$ cat src/rtl/apq_pkg.sv
// apq_pkg: shared types, constants and codes for the array priority queue
// used by the interfaces, the controller, the datapath and the top level
package apq_pkg;

   localparam int DEPTH   = 8;
   localparam int IDX_W   = $clog2(DEPTH);
   localparam int CNT_W   = $clog2(DEPTH + 1);
   localparam int WORD_W  = 32;
   localparam int OP_W    = 3;
   localparam int STAT_W  = 2;
   localparam int RIDX_W  = 3;
   localparam int OCC_W   = 4;

   typedef logic        [IDX_W-1:0]  idx_type;
   typedef logic        [CNT_W-1:0]  cnt_type;
   typedef logic signed [WORD_W-1:0] word_type;

   typedef enum logic [OP_W-1:0] {
      OP_INSERT_REAR = 3'd0,
      OP_INSERT_DESC = 3'd1,
      OP_INSERT_ASC  = 3'd2,
      OP_DELETE_FRONT = 3'd3,
      OP_DELETE_MAX  = 3'd4,
      OP_DELETE_MIN  = 3'd5
   } opcode_type;

   typedef enum logic [STAT_W-1:0] {
      STATUS_DONE  = 2'd0,
      STATUS_FULL  = 2'd1,
      STATUS_EMPTY = 2'd2
   } status_type;

   typedef enum logic [3:0] {
      ST_IDLE,
      ST_DECODE,
      ST_INS_CHK,
      ST_INS_CMP,
      ST_DEL_FIRST,
      ST_SCAN_CHK,
      ST_SCAN_CMP,
      ST_SHIFT_CHK,
      ST_SHIFT_WR,
      ST_DONE
   } state_type;

   // commands from controller to datapath
   typedef struct packed {
      logic       load;          // capture request beat, clear result fields
      logic       rd_front;      // read entry at front
      logic       rd_prev;       // read entry at ptr-1
      logic       rd_ptr;        // read entry at ptr
      logic       wr_rear_val;   // entry[rear] <= value
      logic       wr_ptr_val;    // entry[ptr] <= value
      logic       wr_ptr_rd;     // entry[ptr] <= read data
      logic       ptr_from_rear;
      logic       ptr_from_front;
      logic       ptr_inc;
      logic       ptr_dec;
      logic       best_take;     // best <= read data, hit <= ptr
      logic       shift_begin;   // ptr <= hit, latch removed word and slot
      logic       front_adv;
      logic       rear_inc;
      logic       status_set;
      status_type status_code;
      logic       rsp_load;
   } cmd_type;

   // status from datapath to controller
   typedef struct packed {
      logic [OP_W-1:0] opcode;
      logic            full;
      logic            empty;
      logic            ptr_gt_front;
      logic            ptr_lt_rear;
      logic            ins_stop;
      logic            better;
      logic            rsp_hold;
   } stat_type;

endpackage

$ cat src/rtl/apq_if.sv
// apq_if: request and response channel interfaces (valid, ready, payload)
// depends on apq_pkg for field widths
interface apq_req_if;
   logic                             valid;
   logic                             ready;
   logic        [apq_pkg::OP_W-1:0]  opcode;
   logic signed [apq_pkg::WORD_W-1:0] value;

   modport source (output valid, opcode, value, input ready);
   modport sink   (input valid, opcode, value, output ready);
endinterface

interface apq_rsp_if;
   logic                              valid;
   logic                              ready;
   logic        [apq_pkg::STAT_W-1:0] status;
   logic signed [apq_pkg::WORD_W-1:0] removed_value;
   logic        [apq_pkg::RIDX_W-1:0] removed_index;
   logic        [apq_pkg::OCC_W-1:0]  occupancy;

   modport source (output valid, status, removed_value, removed_index, occupancy,
                   input ready);
   modport sink   (input valid, status, removed_value, removed_index, occupancy,
                   output ready);
endinterface

$ cat src/rtl/apq_ctrl.sv
// apq_ctrl: command sequencer for the priority queue
// depends on apq_pkg; drives apq_dp through cmd_type, reads stat_type
module apq_ctrl (
   input  logic              clock,
   input  logic              reset,
   input  logic              req_valid,
   output logic              req_ready,
   input  apq_pkg::stat_type stat,
   output apq_pkg::cmd_type  cmd
);

   apq_pkg::state_type state_ff, state_in;

   always_ff @(posedge clock) begin
      if (reset) begin
         state_ff <= apq_pkg::ST_IDLE;
      end else begin
         state_ff <= state_in;
      end
   end

   always_comb begin
      state_in  = state_ff;
      cmd       = '0;
      cmd.status_code = apq_pkg::STATUS_DONE;
      req_ready = 1'b0;
      case (state_ff)
         apq_pkg::ST_IDLE: begin
            req_ready = 1'b1;
            if (req_valid) begin
               cmd.load = 1'b1;
               state_in = apq_pkg::ST_DECODE;
            end
         end
         apq_pkg::ST_DECODE: begin
            case (stat.opcode)
               apq_pkg::OP_INSERT_REAR: begin
                  if (stat.full) begin
                     cmd.status_set  = 1'b1;
                     cmd.status_code = apq_pkg::STATUS_FULL;
                  end else begin
                     cmd.wr_rear_val = 1'b1;
                     cmd.rear_inc    = 1'b1;
                  end
                  state_in = apq_pkg::ST_DONE;
               end
               apq_pkg::OP_INSERT_DESC, apq_pkg::OP_INSERT_ASC: begin
                  if (stat.full) begin
                     cmd.status_set  = 1'b1;
                     cmd.status_code = apq_pkg::STATUS_FULL;
                     state_in = apq_pkg::ST_DONE;
                  end else begin
                     cmd.ptr_from_rear = 1'b1;
                     state_in = apq_pkg::ST_INS_CHK;
                  end
               end
               apq_pkg::OP_DELETE_FRONT, apq_pkg::OP_DELETE_MAX,
               apq_pkg::OP_DELETE_MIN: begin
                  if (stat.empty) begin
                     cmd.status_set  = 1'b1;
                     cmd.status_code = apq_pkg::STATUS_EMPTY;
                     state_in = apq_pkg::ST_DONE;
                  end else begin
                     cmd.rd_front       = 1'b1;
                     cmd.ptr_from_front = 1'b1;
                     state_in = apq_pkg::ST_DEL_FIRST;
                  end
               end
               default: begin
                  state_in = apq_pkg::ST_DONE;
               end
            endcase
         end
         apq_pkg::ST_INS_CHK: begin
            if (stat.ptr_gt_front) begin
               cmd.rd_prev = 1'b1;
               state_in = apq_pkg::ST_INS_CMP;
            end else begin
               cmd.wr_ptr_val = 1'b1;
               cmd.rear_inc   = 1'b1;
               state_in = apq_pkg::ST_DONE;
            end
         end
         apq_pkg::ST_INS_CMP: begin
            if (stat.ins_stop) begin
               cmd.wr_ptr_val = 1'b1;
               cmd.rear_inc   = 1'b1;
               state_in = apq_pkg::ST_DONE;
            end else begin
               cmd.wr_ptr_rd = 1'b1;
               cmd.ptr_dec   = 1'b1;
               state_in = apq_pkg::ST_INS_CHK;
            end
         end
         apq_pkg::ST_DEL_FIRST: begin
            cmd.best_take = 1'b1;
            cmd.ptr_inc   = 1'b1;
            state_in = apq_pkg::ST_SCAN_CHK;
         end
         apq_pkg::ST_SCAN_CHK: begin
            // delete front takes the front entry without scanning
            if (stat.opcode == apq_pkg::OP_DELETE_FRONT || !stat.ptr_lt_rear) begin
               cmd.shift_begin = 1'b1;
               state_in = apq_pkg::ST_SHIFT_CHK;
            end else begin
               cmd.rd_ptr = 1'b1;
               state_in = apq_pkg::ST_SCAN_CMP;
            end
         end
         apq_pkg::ST_SCAN_CMP: begin
            cmd.best_take = stat.better;
            cmd.ptr_inc   = 1'b1;
            state_in = apq_pkg::ST_SCAN_CHK;
         end
         apq_pkg::ST_SHIFT_CHK: begin
            if (stat.ptr_gt_front) begin
               cmd.rd_prev = 1'b1;
               state_in = apq_pkg::ST_SHIFT_WR;
            end else begin
               cmd.front_adv = 1'b1;
               state_in = apq_pkg::ST_DONE;
            end
         end
         apq_pkg::ST_SHIFT_WR: begin
            cmd.wr_ptr_rd = 1'b1;
            cmd.ptr_dec   = 1'b1;
            state_in = apq_pkg::ST_SHIFT_CHK;
         end
         apq_pkg::ST_DONE: begin
            if (!stat.rsp_hold) begin
               cmd.rsp_load = 1'b1;
               state_in = apq_pkg::ST_IDLE;
            end
         end
         default: begin
            state_in = apq_pkg::ST_IDLE;
         end
      endcase
   end

endmodule

$ cat src/rtl/apq_dp.sv
// apq_dp: entry storage, pointers, compare logic and response register
// depends on apq_pkg; controlled by apq_ctrl through cmd_type
module apq_dp (
   input  logic                              clock,
   input  logic                              reset,
   input  apq_pkg::cmd_type                  cmd,
   output apq_pkg::stat_type                 stat,
   input  logic        [apq_pkg::OP_W-1:0]   req_opcode,
   input  logic signed [apq_pkg::WORD_W-1:0] req_value,
   output logic                              rsp_valid,
   input  logic                              rsp_ready,
   output logic        [apq_pkg::STAT_W-1:0] rsp_status,
   output logic signed [apq_pkg::WORD_W-1:0] rsp_removed_value,
   output logic        [apq_pkg::RIDX_W-1:0] rsp_removed_index,
   output logic        [apq_pkg::OCC_W-1:0]  rsp_occupancy
);

   apq_pkg::word_type entry_mem [apq_pkg::DEPTH];

   apq_pkg::cnt_type   front_ff, rear_ff, ptr_ff, hit_ff;
   apq_pkg::cnt_type   ptr_prev;
   apq_pkg::word_type  rd_data_ff, best_ff, value_ff, rval_ff;
   logic [apq_pkg::OP_W-1:0] op_ff;
   apq_pkg::status_type status_ff;
   logic [apq_pkg::RIDX_W-1:0] ridx_ff;
   logic               rsp_valid_ff;

   logic               rd_en, wr_en;
   apq_pkg::idx_type   rd_addr, wr_addr;
   apq_pkg::word_type  wr_data;

   assign ptr_prev = ptr_ff - apq_pkg::CNT_W'(1);

   always_comb begin
      rd_en   = cmd.rd_front | cmd.rd_prev | cmd.rd_ptr;
      rd_addr = ptr_ff[apq_pkg::IDX_W-1:0];
      if (cmd.rd_front) begin
         rd_addr = front_ff[apq_pkg::IDX_W-1:0];
      end else if (cmd.rd_prev) begin
         rd_addr = ptr_prev[apq_pkg::IDX_W-1:0];
      end
      wr_en   = cmd.wr_rear_val | cmd.wr_ptr_val | cmd.wr_ptr_rd;
      wr_addr = cmd.wr_rear_val ? rear_ff[apq_pkg::IDX_W-1:0]
                                : ptr_ff[apq_pkg::IDX_W-1:0];
      wr_data = cmd.wr_ptr_rd ? rd_data_ff : value_ff;
   end

   always_ff @(posedge clock) begin
      if (wr_en) begin
         entry_mem[wr_addr] <= wr_data;
      end
      if (rd_en) begin
         rd_data_ff <= entry_mem[rd_addr];
      end
   end

   // payload registers
   always_ff @(posedge clock) begin
      if (cmd.load) begin
         op_ff    <= req_opcode;
         value_ff <= req_value;
      end
      if (cmd.ptr_from_rear) begin
         ptr_ff <= rear_ff;
      end else if (cmd.ptr_from_front) begin
         ptr_ff <= front_ff;
      end else if (cmd.shift_begin) begin
         ptr_ff <= hit_ff;
      end else if (cmd.ptr_inc) begin
         ptr_ff <= ptr_ff + apq_pkg::CNT_W'(1);
      end else if (cmd.ptr_dec) begin
         ptr_ff <= ptr_prev;
      end
      if (cmd.best_take) begin
         best_ff <= rd_data_ff;
         hit_ff  <= ptr_ff;
      end
      if (cmd.load) begin
         status_ff <= apq_pkg::STATUS_DONE;
         rval_ff   <= '0;
         ridx_ff   <= '0;
      end else begin
         if (cmd.status_set) begin
            status_ff <= cmd.status_code;
         end
         if (cmd.shift_begin) begin
            rval_ff <= best_ff;
            ridx_ff <= apq_pkg::RIDX_W'(hit_ff);
         end
      end
      if (cmd.rsp_load) begin
         rsp_status        <= status_ff;
         rsp_removed_value <= rval_ff;
         rsp_removed_index <= ridx_ff;
         rsp_occupancy     <= apq_pkg::OCC_W'(rear_ff - front_ff);
      end
   end

   // queue pointers and response valid
   always_ff @(posedge clock) begin
      if (reset) begin
         front_ff     <= '0;
         rear_ff      <= '0;
         rsp_valid_ff <= 1'b0;
      end else begin
         if (cmd.rear_inc) begin
            rear_ff <= rear_ff + apq_pkg::CNT_W'(1);
         end
         if (cmd.front_adv) begin
            // queue drained: both pointers go back to slot 0
            if (front_ff + apq_pkg::CNT_W'(1) >= rear_ff) begin
               front_ff <= '0;
               rear_ff  <= '0;
            end else begin
               front_ff <= front_ff + apq_pkg::CNT_W'(1);
            end
         end
         if (cmd.rsp_load) begin
            rsp_valid_ff <= 1'b1;
         end else if (rsp_ready) begin
            rsp_valid_ff <= 1'b0;
         end
      end
   end

   assign rsp_valid = rsp_valid_ff;

   always_comb begin
      stat.opcode       = op_ff;
      stat.full         = (rear_ff >= apq_pkg::CNT_W'(apq_pkg::DEPTH));
      stat.empty        = (front_ff >= rear_ff);
      stat.ptr_gt_front = (ptr_ff > front_ff);
      stat.ptr_lt_rear  = (ptr_ff < rear_ff);
      stat.ins_stop     = (op_ff == apq_pkg::OP_INSERT_DESC) ? (rd_data_ff > value_ff)
                                                             : (value_ff > rd_data_ff);
      stat.better       = (op_ff == apq_pkg::OP_DELETE_MAX) ? (rd_data_ff > best_ff)
                                                            : (best_ff > rd_data_ff);
      stat.rsp_hold     = rsp_valid_ff & ~rsp_ready;
   end

endmodule

$ cat src/rtl/array_priority_queue_core.sv
// array_priority_queue_core: top level of the array priority queue
// depends on apq_pkg, apq_if, apq_ctrl and apq_dp
//
// Usage: each request beat on req_chan carries one command (opcode, value);
// each command yields exactly one response beat on rsp_chan with status,
// removed word, removed slot and the occupancy after the command.
// One command is worked at a time. The request side is ready only while the
// sequencer is idle; the entry store has one read and one write port with
// registered read data, so each entry visited takes a read step and then a step that uses the read data.
// Work per command:
//   plain insert, rejected insert or delete, unused opcode: settled at decode
//   sorted insert: entries move one slot toward the rear, from the rear on, until the new word fits
//   delete front: the front entry is taken and the front advances
//   delete max or min: every entry past the front is scanned, then the entries
//   between the front and the hit shift one slot toward the rear
// A new request is taken the cycle after the response is loaded.
// The response sits in an output register; if the receiver stalls, the next
// command is still taken and worked, and waits at its end until that
// register frees. Reset empties the queue (both pointers to slot 0) and
// drops any pending response; stored words need no clearing.
module array_priority_queue_core (
   input logic        clock,
   input logic        reset,
   apq_req_if.sink    req_chan,
   apq_rsp_if.source  rsp_chan
);

   apq_pkg::cmd_type  cmd;
   apq_pkg::stat_type stat;

   apq_ctrl u_ctrl (
      .clock     (clock),
      .reset     (reset),
      .req_valid (req_chan.valid),
      .req_ready (req_chan.ready),
      .stat      (stat),
      .cmd       (cmd)
   );

   apq_dp u_dp (
      .clock             (clock),
      .reset             (reset),
      .cmd               (cmd),
      .stat              (stat),
      .req_opcode        (req_chan.opcode),
      .req_value         (req_chan.value),
      .rsp_valid         (rsp_chan.valid),
      .rsp_ready         (rsp_chan.ready),
      .rsp_status        (rsp_chan.status),
      .rsp_removed_value (rsp_chan.removed_value),
      .rsp_removed_index (rsp_chan.removed_index),
      .rsp_occupancy     (rsp_chan.occupancy)
   );

endmodule
$ cat src/flat_wrapper.sv
// flat-port wrapper written by rule: the top's interface ports become plain ports
module array_priority_queue_core_flat 
  (clock, reset, req_chan_valid, req_chan_opcode, req_chan_value, req_chan_ready, rsp_chan_valid, rsp_chan_status, rsp_chan_removed_value, rsp_chan_removed_index, rsp_chan_occupancy, rsp_chan_ready);
  apq_req_if req_chan_i ();
  apq_rsp_if rsp_chan_i ();
  input logic clock;
  input logic reset;
  input wire logic [$bits(req_chan_i.valid)-1:0] req_chan_valid;
  input wire logic [$bits(req_chan_i.opcode)-1:0] req_chan_opcode;
  input wire logic [$bits(req_chan_i.value)-1:0] req_chan_value;
  output wire logic [$bits(req_chan_i.ready)-1:0] req_chan_ready;
  output wire logic [$bits(rsp_chan_i.valid)-1:0] rsp_chan_valid;
  output wire logic [$bits(rsp_chan_i.status)-1:0] rsp_chan_status;
  output wire logic [$bits(rsp_chan_i.removed_value)-1:0] rsp_chan_removed_value;
  output wire logic [$bits(rsp_chan_i.removed_index)-1:0] rsp_chan_removed_index;
  output wire logic [$bits(rsp_chan_i.occupancy)-1:0] rsp_chan_occupancy;
  input wire logic [$bits(rsp_chan_i.ready)-1:0] rsp_chan_ready;
  assign req_chan_i.valid = req_chan_valid;
  assign req_chan_i.opcode = req_chan_opcode;
  assign req_chan_i.value = req_chan_value;
  assign req_chan_ready = req_chan_i.ready;
  assign rsp_chan_valid = rsp_chan_i.valid;
  assign rsp_chan_status = rsp_chan_i.status;
  assign rsp_chan_removed_value = rsp_chan_i.removed_value;
  assign rsp_chan_removed_index = rsp_chan_i.removed_index;
  assign rsp_chan_occupancy = rsp_chan_i.occupancy;
  assign rsp_chan_i.ready = rsp_chan_ready;
  array_priority_queue_core u_core (.clock(clock), .reset(reset), .req_chan(req_chan_i), .rsp_chan(rsp_chan_i));
endmodule
$ cat config.mk
export PLATFORM = sky130hd
export DESIGN_NAME = array_priority_queue_core_flat
export DESIGN_NICKNAME = d
export VERILOG_FILES = /design/src/rtl/apq_pkg.sv /design/src/rtl/apq_if.sv /design/src/rtl/apq_ctrl.sv /design/src/rtl/apq_dp.sv /design/src/rtl/array_priority_queue_core.sv /design/src/flat_wrapper.sv
export SDC_FILE = /design/constraint.sdc
export NUM_CORES = 1
export LEC_CHECK = 0
export ABC_AREA = 1
export BUFFER_PORTS_ARGS = -buffer_cell sky130_fd_sc_hd__buf_2
export CORE_MARGIN = 2
export CORE_UTILIZATION = 56
export DETAILED_ROUTE_END_ITERATION = 8
export GPL_ROUTABILITY_DRIVEN = 0
export GPL_TIMING_DRIVEN = 0
export MAX_ROUTING_LAYER = met4
export PLACE_DENSITY = 0.86
export SLEW_MARGIN = 20
export SYNTH_ARGS = -nofsm -noshare
export SYNTH_HDL_FRONTEND = slang
export SYNTH_SLANG_ARGS = --single-unit
$ cat constraint.sdc
create_clock -name clock -period 5.9 [get_ports clock]
set_clock_uncertainty 0.05 [all_clocks]
set_input_delay 1.18 -clock clock [delete_from_list [all_inputs] [get_ports clock]]
set_output_delay 1.18 -clock clock [all_outputs]
set_load 0.02 [all_outputs]
; Word level (Yosys, flattened, before mapping)
; Memory sizes are Yosys's and may differ from the RTL's. A register that Yosys moved wholly into a read port is not among the register bits.
; Cells that the tools add are included.
; W data, S select, Z words.
[totals]
out_inout_bits = 43
n_memories = 1
wordCells = 126
mem_bits_rw = 256
reg_bits = 166
in_bits = 39
[memory_table]
columns = name, words, width, rd, rd_ports_with_merged_regs, write_ports, line_no
row1 = u_core.u_dp.entry_mem, 8, 32, 1, 1, 1, apq_dp.sv:18  ; apq_pkg::word_type entry_mem [apq_pkg::DEPTH];
[op_classes]
n_addsub = 5
mux = 61
reduce_logical = 12
bitwise_logic = 6
n_eq_ne = 16
magnitude_cmp = 9
[ops]
columns = op, count
row1 = $gt A32 B32 Y1, 4
row2 = $mux W4, 15
row3 = $pmux W4 S9, 1
row4 = $mux W32, 1
row5 = $mux W1, 31
row6 = $mux W3, 6
row7 = $eq A4 B3 Y1 const B, 4
row8 = $add A4 B1 Y4 const B, 3
row9 = $eq A4 B2 Y1 const B, 2
row10 = $eq A4 B4 Y1 const B, 2
row11 = $ge A4 B4 Y1, 2
row12 = $pmux W4 S2, 1
row13 = $eq A3 B2 Y1 const B, 2
row14 = $eq A3 B3 Y1 const B, 2
row15 = $pmux W1 S2, 3
row16 = $pmux W3 S2, 1
row17 = $reduce_or A2 Y1, 3
row18 = $reduce_or A3 Y1, 2
row19 = $reduce_bool A5 Y1, 1
row20 = $eq A4 B1 Y1 const B, 1
row21 = $ge A4 B4 Y1 const B, 1
row22 = $gt A4 B4 Y1, 1
row23 = $logic_not A4 Y1, 1
row24 = $lt A4 B4 Y1, 1
row25 = other kinds (14), 18

; Depth between registers and ports, before layout
[logic_depth]
ltp_word = 9
ltp_mapped = 22
depth_no_buf = 21

; Hierarchy
; From an unflattened synthesis, not the netlist that was laid out.
[hier_totals]
cells_unflattened = 1739
hier_area_um2 = 19493.7
[modules_own_cells]
columns = mod, seq_area_each_um2, instances, area_per_inst_um2, cells_per_inst
row1 = apq_dp, 13052.5, 1, 18973.2, 1647
row2 = apq_ctrl, 80.1, 1, 520.5, 92

; Worst setup path after synthesis
; OpenSTA, ideal clock, no wires.
[synth_path]
kind = in2reg
startpoint = input port rsp_chan_ready
endpoint = register u_core.u_dp.rsp_occupancy[0] (netlist bit) (enable)
slack_ns = 0.148
arrival_ns = 5.160
stages = 2
setup_time_ns = 0.542
n_path_buf = 0
required_time_ns = 5.308
cell_sequence = nor2_1 > nor4_1
[synth_lines]
columns = item, line_no
row1 = "start, declared", flat_wrapper.sv:17  ; input wire logic [$bits(rsp_chan_i.ready)-1:0] rsp_chan_ready;
row2 = "end signal, assigned", apq_dp.sv:95  ; rsp_occupancy <= apq_pkg::OCC_W'(rear_ff - front_ff);
row3 = "end, declared", apq_dp.sv:15  ; output logic [apq_pkg::OCC_W-1:0] rsp_occupancy

; Final worst setup path
[layout_path]
startpoint = register u_core.u_dp.rd_data_ff[25], read port of u_core.u_dp.entry_mem
endpoint = memory u_core.u_dp.entry_mem[4][21] (netlist bit) (enable)
[layout_via]
elab_chain_cells = 8
elab_cells_between_ends = 11
classes_between = order compare (2) / mux (7) / bitwise (2)
[layout_lines]
columns = item, line_no
row1 = "start, declared", apq_dp.sv:22  ; apq_pkg::word_type rd_data_ff, best_ff, value_ff, rval_ff;
row2 = "$gt A32 B32 Y1, on equally long branches", "apq_dp.sv:135, apq_dp.sv:134"
row3 = $mux W1 (*), apq_dp.sv:134  ; stat.ins_stop = (op_ff == apq_pkg::OP_INSERT_DESC) ? (rd_data_ff > value_ff)
row4 = $mux W1, apq_ctrl.sv:85  ; if (stat.ins_stop) begin
row5 = $pmux W1 S2, apq_ctrl.sv:27  ; case (state_ff)
row6 = $or A1 B1 Y1, apq_dp.sv:42  ; wr_en = cmd.wr_rear_val | cmd.wr_ptr_val | cmd.wr_ptr_rd;
row7 = $or A1 B1 Y1 (*), apq_dp.sv:42
row8 = $mux W1 (*), apq_dp.sv:49  ; if (wr_en) begin
row9 = $mux W1 (not written as such) (*), apq_dp.sv:50  ; entry_mem[wr_addr] <= wr_data;
row10 = "end, declared", apq_dp.sv:18
; Every way passes the cells marked *; elsewhere a longest branch is shown, timed or not.

==> results.json <==
{
  "crit_chain": "inv_1, ha_1, a21oi_1, o21ai_0, nand2_1, nand2_1, a21oi_1, nand2_1, nand2_1, nand3_1, nand3_1, nand3_1, nor2_2, nor2_4, buf_16",
  "hold_viol_final": 0,
  "post_cts_buffers": 0,
  "vias_per_cell": 6.13,
  "layout.cells.most_common": "edfxtp_1",
  "hp-start": "u_core.u_dp.rval_ff[17]",
  "slew-limit-headroom": 0.341,
  "start_util": 0.568,
  "reg2reg_depth": 15,
  "cp.arrival_ns": 4.75,
  "clkLatencyLatePin_ns": 0.57,
  "hold_class": "flip-flop to flip-flop",
  "final_cell_mix": "edfxtp_1 (404), nand2_1 (382), o211ai_1 (132)",
  "worstSetupStartpointType": "flip-flop",
  "numClockSinks": 454,
  "drt_iter0_markers": 1525,
  "cts_hold_buf": 0,
  "leakagePower_nw": 8.37,
  "maxClockFrequency_mhz": 222,
  "seqCellArea_mm2": 0.0131,
  "die_x_um": 191,
  "status": "completed",
  "drc": 0,
  "cp-startpoint": "u_core.u_dp.rd_data_ff[25]",
  "drtAntennaViolNets": 0,
  "ys_ff_latch": 454,
  "vdd_drop_max_mv": 0.416,
  "die_area_mm2": 0.0366,
  "io_buffer_count": 81,
  "cts_buffers": 44,
  "root_buffer": "clkbuf_16",
  "grt_usage": 0.280,
  "path_clk_slew_ns": 0.07,
  "max_slew.worst_pin.slew_ns": 0.978,
  "whs_path_depth": 0,
  "crit_family": "simple AND/OR/NAND/NOR gates",
  "area_delta_synth_final_pct": 14.2,
  "crit_required_ns": 6.16,
  "syn-num-nets": 1738,
  "hold_ws_ns": 0.387,
  "ys_seq_area_frac": 0.669,
  "num_vias": 13797,
  "coreArea_mm2": 0.0345,
  "routedWlPerCell_um": 21.9,
  "cp-end-kind": "flip-flop",
  "powerDensity_mw_per_mm2": 574,
  "synth_cell_type_count": 46,
  "slowest_stage": "nor2_2",
  "postSynthAreaPerCell_um2": 12.2,
  "num-fill-cells": 2320,
  "antenna_found_initial": 0,
  "period_minus_slack_ns": 4.50,
  "mappedNetlistArea_mm2": 0.0196,
  "grt_pass1_vias": 13962,
  "die_h_um": 191,
  "max-cap-violations": 0,
  "cts_resized": 0,
  "rows": 68,
  "setup_violations": 0,
  "synthFlopType": "edfxtp_1",
  "async_flop_share": 0,
  "cts_max_level": 2,
  "post-route-period-util": 0.762,
  "tritoncts": "yes",
  "postSynthCellCount": 1614,
  "max_stage_delay_ns": 0.73,
  "hold_end": "u_core.u_dp.rsp_removed_value[17]",
  "fin_nets": 1885,
  "synth_edf_count": 404,
  "critPathMaxFanout": 18,
  "r2r-end": "u_core.u_dp.entry_mem[4][21]",
  "critPathBufInv": 2,
  "grt_overflow": 0,
  "multi_input_area_mm2": 0.00581,
  "critPathMostFrequentCell": "nand2_1",
  "drive_gt1_frac": 0.146,
  "rsz0062_at_grt": "no",
  "cts_buffer_depth": 3,
  "antenna_cells": 0,
  "power_mw": 12.9,
  "path_class": "flip-flop to flip-flop",
  "synth_warnings": 0,
  "regToRegStartpoint": "u_core.u_dp.rd_data_ff[25]",
  "grt_max_degree": 26,
  "firstDrtPassIters": 6,
  "grt_pass1_wl_um": 75300,
  "ios": 82,
  "dp_hpwl_um": 33000,
  "drt-total-wl_um": 49400,
  "ff2ff_setup_slack_ns": 1.40,
  "drv_slew": 0
}
[cells by family after synthesis]
kind of cell	Yosys count	synth area share
xor gates and xnor gates	10	0.00446
adders and majority gates	85	0.0545
DFF	454	0.669
and+or+nand+nor	613	0.140
buffers and inverters	165	0.0396
AOI/OAI and AO/OA	287	0.0924
[per-stage QoR]
stage	setup WS, ns	instance area (um2)	cells	TNS [ns]	utilization
after CTS	1.61	22400	2251	0	0.649
after global placement	-2.42	20600	2150	-133.37	0.597
after detailed placement	1.85	21000	2170	0	0.608
after floorplan	0.148	19600	1614	0	-
after global routing	1.08	22400	2251	0	0.649
final	1.40	22400	2251	0	0.649
[final cells by class]
cell class / count / share of cell area
clock buffer: 54 / 0.0540
buffer: 63 / 0.0176
timing repair buffer: 101 / 0.0311
tap: 455 / 0.0254
sequential: 454 / 0.586
clock inverter: 27 / 0.0102
inverter: 102 / 0.0171
multi-input combinational: 995 / 0.259
[how the worst max path moves through the flow]
stage                                        end  slack, ns  depth (start not counted)
global route        u_core.u_dp.entry_mem[4][25]       1.08                         15
CTS                 u_core.u_dp.entry_mem[4][25]       1.61                         15
finish              u_core.u_dp.entry_mem[4][21]       1.40                         15
floorplan           u_core.u_dp.rsp_occupancy[0]       0.15                          2
detailed placement  u_core.u_dp.entry_mem[4][25]       1.85                         15
global placement      u_core.u_dp.rd_data_ff[22]      -2.42                          5
[synth_stat cells (19+ instances only)]
library cell | number | area share
dfxtp_1 | 50 | 0.051
nor2_1 | 50 | 0.0096
buf_2 | 30 | 0.0076
o21ai_1 | 34 | 0.0087
nand3_1 | 19 | 0.0048
inv_1 | 90 | 0.017
ha_1 | 84 | 0.054
nand2_1 | 383 | 0.073
o21ai_0 | 21 | 0.0054
or2_1 | 87 | 0.028
or2_0 | 34 | 0.011
edfxtp_1 | 404 | 0.62
a21oi_1 | 82 | 0.021
o211ai_1 | 132 | 0.050
[sequential cells by signal, summed over array words and instances (netlist names), 4 cells and up]
| name | count |
|---|---|
| u_core.u_dp.entry_mem | 256 |
| u_core.u_dp.best_ff | 32 |
| u_core.u_dp.rd_data_ff | 32 |
| u_core.u_dp.rsp_removed_value | 32 |
| u_core.u_dp.rval_ff | 32 |
| u_core.u_dp.value_ff | 32 |
| u_core.u_ctrl.state_ff | 4 |
| u_core.u_dp.front_ff | 4 |
| u_core.u_dp.hit_ff | 4 |
| u_core.u_dp.ptr_ff | 4 |
| u_core.u_dp.rear_ff | 4 |
| u_core.u_dp.rsp_occupancy | 4 |
[worst reg2reg max path, delay by kind of cell (launching register included)]
family	cells	cell delay, ns
AO/OA/AOI/OAI	3	0.87
flip-flops	1	0.40
buffers and inverters	2	0.44
adder cells (fa/ha/maj)	1	0.27
AND/OR/NAND/NOR	9	2.19
[metal layers]
| layer | share of wire | up-vias | GRT usage |
|---|---|---|---|
| met1 | 0.35 | 6535 | 0.314 |
| met3 | 0.10 | 264 | 0.0553 |
| met5 | 0 | - | - |
| met4 | 0.064 | 0 | 0.174 |
| met2 | 0.49 | 967 | 0.462 |
| li1 | - | 6031 | - |
[report_power, final]
| part | total, mW | switching [mW] | leakage [nW] | internal, mW |
|---|---|---|---|---|
| clock network | 2.79 | 1.20 | 0.707 | 1.60 |
| logic | 5.21 | 3.62 | 3.58 | 1.59 |
| registers | 4.86 | 0.281 | 4.08 | 4.58 |
No activity file was read; power rests on OpenSTA's default activity.
